`src/hw/rtl/ubx_pkg.sv`:
```
// ---------------------------------------------------------------------------
// ubx_pkg
// types and constants shared by the frame parser controller and datapath
// ---------------------------------------------------------------------------
package ubx_pkg;

	localparam logic [7:0] SYNC1_BYTE = 8'hB5;
	localparam logic [7:0] SYNC2_BYTE = 8'h62;
	localparam logic [5:0] MAX_LEN_RST = 6'd52;

	typedef enum logic [3:0] {
		ST_SYNC1,
		ST_SYNC2,
		ST_CLASS,
		ST_ID,
		ST_LENLO,
		ST_LENHI,
		ST_DATA,
		ST_CKA,
		ST_CKB,
		ST_RD_ADDR,
		ST_RD_OUT
	} state_t;

	typedef struct packed {
		logic ld_class;
		logic ld_id;
		logic ld_lenlo;
		logic sum_add;
		logic clr_cnt;
		logic wr_data;
		logic clr_idx;
		logic step_idx;
		logic emit_single;
		logic emit_ok;
		logic emit_data;
	} cmd_t;

	typedef struct packed {
		logic sync1_hit;
		logic sync2_hit;
		logic len_over;
		logic len_zero_in;
		logic data_done;
		logic cka_match;
		logic ckb_match;
		logic len_zero;
		logic rd_last;
		logic out_free;
	} stat_t;

endpackage

```
`src/hw/rtl/ubx_ctrl.sv`:
```
// ---------------------------------------------------------------------------
// ubx_ctrl
// frame phase state machine; issues datapath commands from status
// ---------------------------------------------------------------------------
module ubx_ctrl (
	input  logic           clk,
	input  logic           arst_n,
	input  logic           in_valid,
	output logic           in_ready,
	input  ubx_pkg::stat_t st,
	output ubx_pkg::cmd_t  cmd
);

	ubx_pkg::state_t state_q;
	ubx_pkg::state_t state_d;
	logic            acc;

	always_ff @(posedge clk or negedge arst_n) begin
		if (!arst_n) begin
			state_q <= ubx_pkg::ST_SYNC1;
		end else begin
			state_q <= state_d;
		end
	end

	assign acc = in_valid & in_ready;

	always_comb begin
		state_d  = state_q;
		cmd      = '0;
		in_ready = 1'b1;
		unique case (state_q)
			ubx_pkg::ST_SYNC1: begin
				if (acc && st.sync1_hit) begin
					state_d = ubx_pkg::ST_SYNC2;
				end
			end
			ubx_pkg::ST_SYNC2: begin
				if (acc) begin
					state_d = st.sync2_hit ? ubx_pkg::ST_CLASS : ubx_pkg::ST_SYNC1;
				end
			end
			ubx_pkg::ST_CLASS: begin
				if (acc) begin
					cmd.ld_class = 1'b1;
					state_d      = ubx_pkg::ST_ID;
				end
			end
			ubx_pkg::ST_ID: begin
				if (acc) begin
					cmd.ld_id   = 1'b1;
					cmd.sum_add = 1'b1;
					state_d     = ubx_pkg::ST_LENLO;
				end
			end
			ubx_pkg::ST_LENLO: begin
				if (acc) begin
					cmd.ld_lenlo = 1'b1;
					cmd.sum_add  = 1'b1;
					state_d      = ubx_pkg::ST_LENHI;
				end
			end
			ubx_pkg::ST_LENHI: begin
				if (acc) begin
					cmd.sum_add = 1'b1;
					cmd.clr_cnt = 1'b1;
					priority if (st.len_over) begin
						state_d = ubx_pkg::ST_SYNC1;
					end else if (st.len_zero_in) begin
						state_d = ubx_pkg::ST_CKA;
					end else begin
						state_d = ubx_pkg::ST_DATA;
					end
				end
			end
			ubx_pkg::ST_DATA: begin
				if (acc) begin
					cmd.sum_add = 1'b1;
					cmd.wr_data = 1'b1;
					if (st.data_done) begin
						state_d = ubx_pkg::ST_CKA;
					end
				end
			end
			ubx_pkg::ST_CKA: begin
				if (acc) begin
					state_d = st.cka_match ? ubx_pkg::ST_CKB : ubx_pkg::ST_SYNC1;
				end
			end
			ubx_pkg::ST_CKB: begin
				in_ready = st.out_free;
				if (acc) begin
					priority if (!st.ckb_match) begin
						cmd.emit_single = 1'b1;
						state_d         = ubx_pkg::ST_SYNC1;
					end else if (st.len_zero) begin
						cmd.emit_single = 1'b1;
						cmd.emit_ok     = 1'b1;
						state_d         = ubx_pkg::ST_SYNC1;
					end else begin
						cmd.clr_idx = 1'b1;
						state_d     = ubx_pkg::ST_RD_ADDR;
					end
				end
			end
			ubx_pkg::ST_RD_ADDR: begin
				in_ready = 1'b0;
				state_d  = ubx_pkg::ST_RD_OUT;
			end
			ubx_pkg::ST_RD_OUT: begin
				in_ready = 1'b0;
				if (st.out_free) begin
					cmd.emit_data = 1'b1;
					cmd.step_idx  = 1'b1;
					state_d       = st.rd_last ? ubx_pkg::ST_SYNC1 : ubx_pkg::ST_RD_ADDR;
				end
			end
			default: begin
				state_d = ubx_pkg::ST_SYNC1;
			end
		endcase
	end

endmodule

```
`src/hw/rtl/ubx_dpath.sv`:
```
// ---------------------------------------------------------------------------
// ubx_dpath
// header registers, fletcher sums, payload buffer and result register
// ---------------------------------------------------------------------------
module ubx_dpath #(
	parameter int MAX_PAYLOAD = 52
) (
	input  logic           clk,
	input  logic           arst_n,
	input  logic [7:0]     rx_byte,
	input  logic           cfg_wr_en,
	input  logic [5:0]     cfg_wr_data,
	input  ubx_pkg::cmd_t  cmd,
	output ubx_pkg::stat_t st,
	input  logic           out_ready,
	output logic           out_valid,
	output logic [7:0]     msg_class,
	output logic [7:0]     msg_id,
	output logic [5:0]     payload_len,
	output logic [5:0]     byte_index,
	output logic [7:0]     payload_byte,
	output logic           frame_ok,
	output logic           last
);

	localparam int         AW    = $clog2(MAX_PAYLOAD);
	localparam int         CW    = $clog2(MAX_PAYLOAD + 1);
	localparam logic [7:0] MAX_B = 8'(MAX_PAYLOAD);

	logic [5:0]    max_len_q;
	logic [7:0]    class_q;
	logic [7:0]    id_q;
	logic [7:0]    len_q;
	logic [7:0]    ck_a_q;
	logic [7:0]    ck_b_q;
	logic [CW-1:0] cnt_q;
	logic [AW-1:0] rd_idx_q;
	logic [7:0]    mem [MAX_PAYLOAD];
	logic [7:0]    rd_data_q;
	logic [7:0]    sum_a;
	logic [7:0]    cnt_inc;
	logic [7:0]    idx_inc;
	logic          out_load;

	logic       out_valid_q;
	logic [7:0] msg_class_q;
	logic [7:0] msg_id_q;
	logic [5:0] payload_len_q;
	logic [5:0] byte_index_q;
	logic [7:0] payload_byte_q;
	logic       frame_ok_q;
	logic       last_q;

	assign sum_a   = ck_a_q + rx_byte;
	assign cnt_inc = 8'(cnt_q) + 8'd1;
	assign idx_inc = 8'(rd_idx_q) + 8'd1;

	always_comb begin
		st             = '0;
		st.sync1_hit   = (rx_byte == ubx_pkg::SYNC1_BYTE);
		st.sync2_hit   = (rx_byte == ubx_pkg::SYNC2_BYTE);
		st.len_over    = (rx_byte != 8'd0) || (len_q > {2'b00, max_len_q}) || (len_q > MAX_B);
		st.len_zero_in = (rx_byte == 8'd0) && (len_q == 8'd0);
		st.data_done   = (cnt_inc >= len_q) || (cnt_inc >= MAX_B);
		st.cka_match   = (rx_byte == ck_a_q);
		st.ckb_match   = (rx_byte == ck_b_q);
		st.len_zero    = (len_q == 8'd0);
		st.rd_last     = (idx_inc == len_q);
		st.out_free    = !out_valid_q || out_ready;
	end

	always_ff @(posedge clk or negedge arst_n) begin
		if (!arst_n) begin
			max_len_q <= ubx_pkg::MAX_LEN_RST;
			class_q   <= '0;
			id_q      <= '0;
			len_q     <= '0;
			ck_a_q    <= '0;
			ck_b_q    <= '0;
			cnt_q     <= '0;
			rd_idx_q  <= '0;
		end else begin
			if (cfg_wr_en) begin
				max_len_q <= cfg_wr_data;
			end
			if (cmd.ld_class) begin
				class_q <= rx_byte;
				ck_a_q  <= rx_byte;
				ck_b_q  <= rx_byte;
			end
			if (cmd.ld_id) begin
				id_q <= rx_byte;
			end
			if (cmd.ld_lenlo) begin
				len_q <= rx_byte;
			end
			if (cmd.sum_add) begin
				ck_a_q <= sum_a;
				ck_b_q <= ck_b_q + sum_a;
			end
			if (cmd.clr_cnt) begin
				cnt_q <= '0;
			end else if (cmd.wr_data && (cnt_q < CW'(MAX_PAYLOAD))) begin
				cnt_q <= cnt_q + CW'(1);
			end
			if (cmd.clr_idx) begin
				rd_idx_q <= '0;
			end else if (cmd.step_idx) begin
				rd_idx_q <= rd_idx_q + AW'(1);
			end
		end
	end

	// payload buffer
	always_ff @(posedge clk) begin
		if (cmd.wr_data && (cnt_q < CW'(MAX_PAYLOAD))) begin
			mem[cnt_q[AW-1:0]] <= rx_byte;
		end
		rd_data_q <= mem[rd_idx_q];
	end

	assign out_load = cmd.emit_single || cmd.emit_data;

	always_ff @(posedge clk or negedge arst_n) begin
		if (!arst_n) begin
			out_valid_q <= 1'b0;
		end else if (out_load) begin
			out_valid_q <= 1'b1;
		end else if (out_ready) begin
			out_valid_q <= 1'b0;
		end
	end

	always_ff @(posedge clk) begin
		if (out_load) begin
			msg_class_q   <= class_q;
			msg_id_q      <= id_q;
			payload_len_q <= len_q[5:0];
			if (cmd.emit_data) begin
				byte_index_q   <= 6'(rd_idx_q);
				payload_byte_q <= rd_data_q;
				frame_ok_q     <= 1'b1;
				last_q         <= (idx_inc == len_q);
			end else begin
				byte_index_q   <= '0;
				payload_byte_q <= '0;
				frame_ok_q     <= cmd.emit_ok;
				last_q         <= 1'b1;
			end
		end
	end

	assign out_valid    = out_valid_q;
	assign msg_class    = msg_class_q;
	assign msg_id       = msg_id_q;
	assign payload_len  = payload_len_q;
	assign byte_index   = byte_index_q;
	assign payload_byte = payload_byte_q;
	assign frame_ok     = frame_ok_q;
	assign last         = last_q;

endmodule

```
`src/hw/rtl/ubx_frame_parser.sv`:
```
// ---------------------------------------------------------------------------
// ubx_frame_parser
// sync-pair frame parser with 8-bit fletcher checksum and payload readout
// ---------------------------------------------------------------------------
// Takes one received word per cycle in every parse phase, except that the
// checksum B word waits until the result register is free. A good frame with
// payload then reads its buffered bytes out through the registered read port
// of the payload buffer; no input is taken during that run. Bad-checksum-B and
// zero-length frames give one result. The length limit written through
// cfg_wr_data caps the accepted payload length (reset 52).
module ubx_frame_parser #(
	parameter int MAX_PAYLOAD = 52
) (
	input  logic       clk,
	input  logic       arst_n,
	input  logic       in_valid,
	output logic       in_ready,
	input  logic [7:0] rx_byte,
	input  logic       cfg_wr_en,
	input  logic [5:0] cfg_wr_data,
	output logic       out_valid,
	input  logic       out_ready,
	output logic [7:0] msg_class,
	output logic [7:0] msg_id,
	output logic [5:0] payload_len,
	output logic [5:0] byte_index,
	output logic [7:0] payload_byte,
	output logic       frame_ok,
	output logic       last
);

	ubx_pkg::cmd_t  cmd;
	ubx_pkg::stat_t st;

	ubx_ctrl u_ctrl (
		.clk      (clk),
		.arst_n   (arst_n),
		.in_valid (in_valid),
		.in_ready (in_ready),
		.st       (st),
		.cmd      (cmd)
	);

	ubx_dpath #(
		.MAX_PAYLOAD (MAX_PAYLOAD)
	) u_dpath (
		.clk          (clk),
		.arst_n       (arst_n),
		.rx_byte      (rx_byte),
		.cfg_wr_en    (cfg_wr_en),
		.cfg_wr_data  (cfg_wr_data),
		.cmd          (cmd),
		.st           (st),
		.out_ready    (out_ready),
		.out_valid    (out_valid),
		.msg_class    (msg_class),
		.msg_id       (msg_id),
		.payload_len  (payload_len),
		.byte_index   (byte_index),
		.payload_byte (payload_byte),
		.frame_ok     (frame_ok),
		.last         (last)
	);

endmodule

```
`config.mk`:
```
export PLATFORM = sky130hd
export DESIGN_NAME = ubx_frame_parser
export DESIGN_NICKNAME = d
export VERILOG_FILES = /design/src/hw/rtl/ubx_pkg.sv /design/src/hw/rtl/ubx_ctrl.sv /design/src/hw/rtl/ubx_dpath.sv /design/src/hw/rtl/ubx_frame_parser.sv
export SDC_FILE = /design/constraint.sdc
export NUM_CORES = 1
export LEC_CHECK = 0
export BUFFER_PORTS_ARGS = -buffer_cell sky130_fd_sc_hd__clkbuf_2
export CAP_MARGIN = 20
export CORE_MARGIN = 2
export CORE_UTILIZATION = 50
export DETAILED_ROUTE_END_ITERATION = 16
export PLACE_DENSITY_LB_ADDON = 0.12
export SYNTH_ARGS = -nofsm -noshare
export SYNTH_HDL_FRONTEND = slang
export SYNTH_HIERARCHICAL = 1
export SYNTH_SLANG_ARGS = --single-unit
```
`constraint.sdc`:
```
create_clock -name clk -period 2.4 [get_ports clk]
set_input_delay 0.24 -clock clk [delete_from_list [all_inputs] [get_ports clk]]
set_output_delay 0.24 -clock clk [all_outputs]
set_load 0.01 [all_outputs]
```
==> results.tsv <==
metric	value	unit
finalWorstSetupSlack	-0.371	ns
synth_edf_count	454	
area_growth	22.6	%
cp_slowest_stage_delay	0.41	ns
cts_sinks	525	
die_h	212	µm
grt_max_degree	56	
ctsRootBufferMaster	clkbuf_16	
dp_hpwl	32800	µm
place_area	0.0241	mm²
drt-pass1-iter-count	5	
critPathCaptureType	flip-flop	
holdCritPathClass	input pin to flip-flop	
cts_buffer_depth	3	
wl_met1	22000	µm
power.total	22200	µW
ys_ff_latch	525	
cp.arrival	3.24	ns
slowest_stage	dfrtp_1	
wire_per_inst	24.2	µm
wl_met2	24800	µm
timing.hold.ws	0.0444	ns
syn-num-nets	1253	
die_width	212	µm
avgSynthCellArea	18.1	µm²
grt_usage	23.5	%
top_layer	met4	
routed_wl	51000	µm
viasPerCell	5.66	
layout-drive-gt1-share	37.4	%
io_buffers	58	
final_area	0.0266	mm²
synth_ff_type	edfxtp_1	
layout_commonest_cell	edfxtp_1	
final-hold-violation-count	0	
criticalPathCategory	flip-flop to flip-flop	
crit_fanout	3	
postSynthCellCount	1202	
finClkSkew	0.0176	ns
yosysWarnings	6	
route.detailed.drc	0	
tightest_slew	0.956	ns
wl_met3	3140	µm
antenna_cells	0	
period_share	115	%
cts_tree	yes	
netlist-cell-type-count	63	
path_clk_slew	0.06	ns
async_flop_share	12.0	%
drtIter0Drc	1091	
overflow	0	
layoutNonFillerInstCount	2109	
io_pins	59	
final_cell_mix	454 x edfxtp_1, 180 x buf_4, 130 x mux4_2	
cp_cell_sequence	ha_4 -> fa_2 -> a21o_1 -> a21oi_2 -> buf_4 -> xnor2_2 -> ha_1 -> buf_6 -> nand4_1 -> a31oi_2 -> xor2_1 -> xnor2_1 -> a21oi_1	
grt_pass1_vias	12155	
rsz0062_at_grt	yes	
core	0.0430	mm²
ant_nets	0	
finalNetCount	1536	
htree_levels	2	
vdd_drop_max	813	µV
gp_congestion	0.825	
clock_latency	0.61	ns
leakagePower	0.00912	µW
grt_pass1_wl	76800	µm
setup.worst_path.start_class	flip-flop	
netlist_area	0.0217	mm²
slew_violations	0	
place_ws	-0.462	ns
cap_viol_max_count	0	
numCtsBuffers	53	
min_path_cells	2	
crit_required	2.86	ns
antenna_found_initial	1	
vias	11928	
outcome	complete, but fails checks	
initial_utilization	50.5	%
rows	76	
maxSlewHeadroom	35.7	%
path_buf_inv	2	
setup_viol	15	
post-route-min-period	2.77	ns
critPathTopFamily	adder cells	
violations	negative setup slack	
ys_seq_area_share	70.8	%
max_freq	0.361	GHz
powerDensity	833	mW/mm²
worst-path-stages	13	
die_area	0.0451	mm²
reg2reg_depth	13	
dp_cells	1962	
## cells by family after synthesis
kind of cell	share of synthesized area (%)
multiplexers	15.2
buffers and inverters	1.82
adder cells (fa/ha/maj)	1.91
flip-flops	70.8
AND/OR/NAND/NOR	5.62
AO/OA/AOI/OAI	3.04
XOR/XNOR	1.69
## worst paths after layout
path | endpoint | slack, ns | start
hold reg to reg | u_dpath/msg_id[7] | 0.44 | u_dpath/id_q[7]
setup reg to reg | u_dpath/ck_b_q[7] | -0.37 | u_dpath/ck_a_q[0]
min in group asynchronous | u_dpath/max_len_q[5] | 0.21 | arst_n
max in group asynchronous | u_dpath/max_len_q[0] | 1.59 | arst_n
hold / removal | u_dpath/max_len_q[0] | 0.04 | cfg_wr_en
setup / recovery | u_dpath/ck_b_q[7] | -0.37 | u_dpath/ck_a_q[0]
## cell type report
type	instances	area (µm²)
clock inverter	25	171
inverter	17	63.8
tap	585	732
timing repair buffer	296	2540
sequential	525	15400
fill	3122	16300
clock buffer	69	1430
multi-input combinational	592	6330
## timing repair
item / CTS / global route
setup buffers: 12 / 19
setup endpoints to repair: 14 / 369
pin swaps: 13 / 31
hold buffers: 18 / 0
endpoints found under the hold margin: 69 / 0
resized for setup: 40 / 48
cloned: 5 / 1
## report_power, final
group	leakage, µW	switching, µW	total, µW	internal (µW)
Clock	0.000774	3380	7680	4300
Sequential	0.00491	263	10400	10200
Combinational	0.00344	1960	4070	2110
Total	0.00912	5610	22200	16600
## flip-flops by register name, summed over array words and instances, names as in the netlist, 8 cells and up
register / count
u_dpath/id_q: 8
u_dpath/payload_byte: 8
u_dpath/ck_b_q: 8
u_dpath/ck_a_q: 8
u_dpath/msg_class: 8
u_dpath/rd_data_q: 8
u_dpath/mem: 416
u_dpath/class_q: 8
u_dpath/msg_id: 8
u_dpath/len_q: 8
## stage by stage
stage,utilization (%),setup TNS [ns]
6_report,62.0,-2.77
5_1_grt,62.0,-3.92
4_1_cts,61.1,-2.55
3_5_place_dp,56.0,-3.26
3_3_place_gp,56.0,-3.33
2_1_floorplan,-,-0.149
## layer usage
metal  up-vias  global-route usage, %
met2       407                   38.0
met3        64                   3.69
met5         -                      0
met4         0                   6.27
met1      6148                   33.6
li1       5309                      -
## cell usage after synthesis (4+ instances only)
| cell | count | area [µm²] |
|---|---|---|
| inv_1 | 17 | 63.8 |
| nand2b_1 | 13 | 81.3 |
| or2_2 | 4 | 25.0 |
| o21ai_0 | 36 | 180 |
| mux4_2 | 130 | 2930 |
| dfrtp_1 | 60 | 1500 |
| nand3_1 | 11 | 55.1 |
| mux2_2 | 18 | 203 |
| nor3b_1 | 6 | 45.0 |
| buf_1 | 7 | 26.3 |
| xor2_1 | 15 | 131 |
| and3_1 | 5 | 31.3 |
| nor2_1 | 91 | 342 |
| nor2b_1 | 20 | 125 |
| edfxtp_1 | 454 | 13600 |
| nor4_1 | 5 | 31.3 |
| nor3_1 | 7 | 35.0 |
| nand4_1 | 8 | 50.1 |
| a211oi_1 | 8 | 60.1 |
| dfxtp_1 | 8 | 160 |
| buf_4 | 7 | 52.6 |
| clkbuf_1 | 39 | 146 |
| a2111oi_0 | 4 | 35.0 |
| a21oi_1 | 26 | 130 |
| buf_6 | 5 | 56.3 |
| buf_2 | 9 | 45.0 |
| ha_1 | 30 | 375 |
| mux2i_1 | 14 | 140 |
| and2_1 | 14 | 87.6 |
| xnor2_1 | 27 | 236 |
| nand2_1 | 49 | 184 |
No activity file was read; power rests on OpenSTA's default activity.
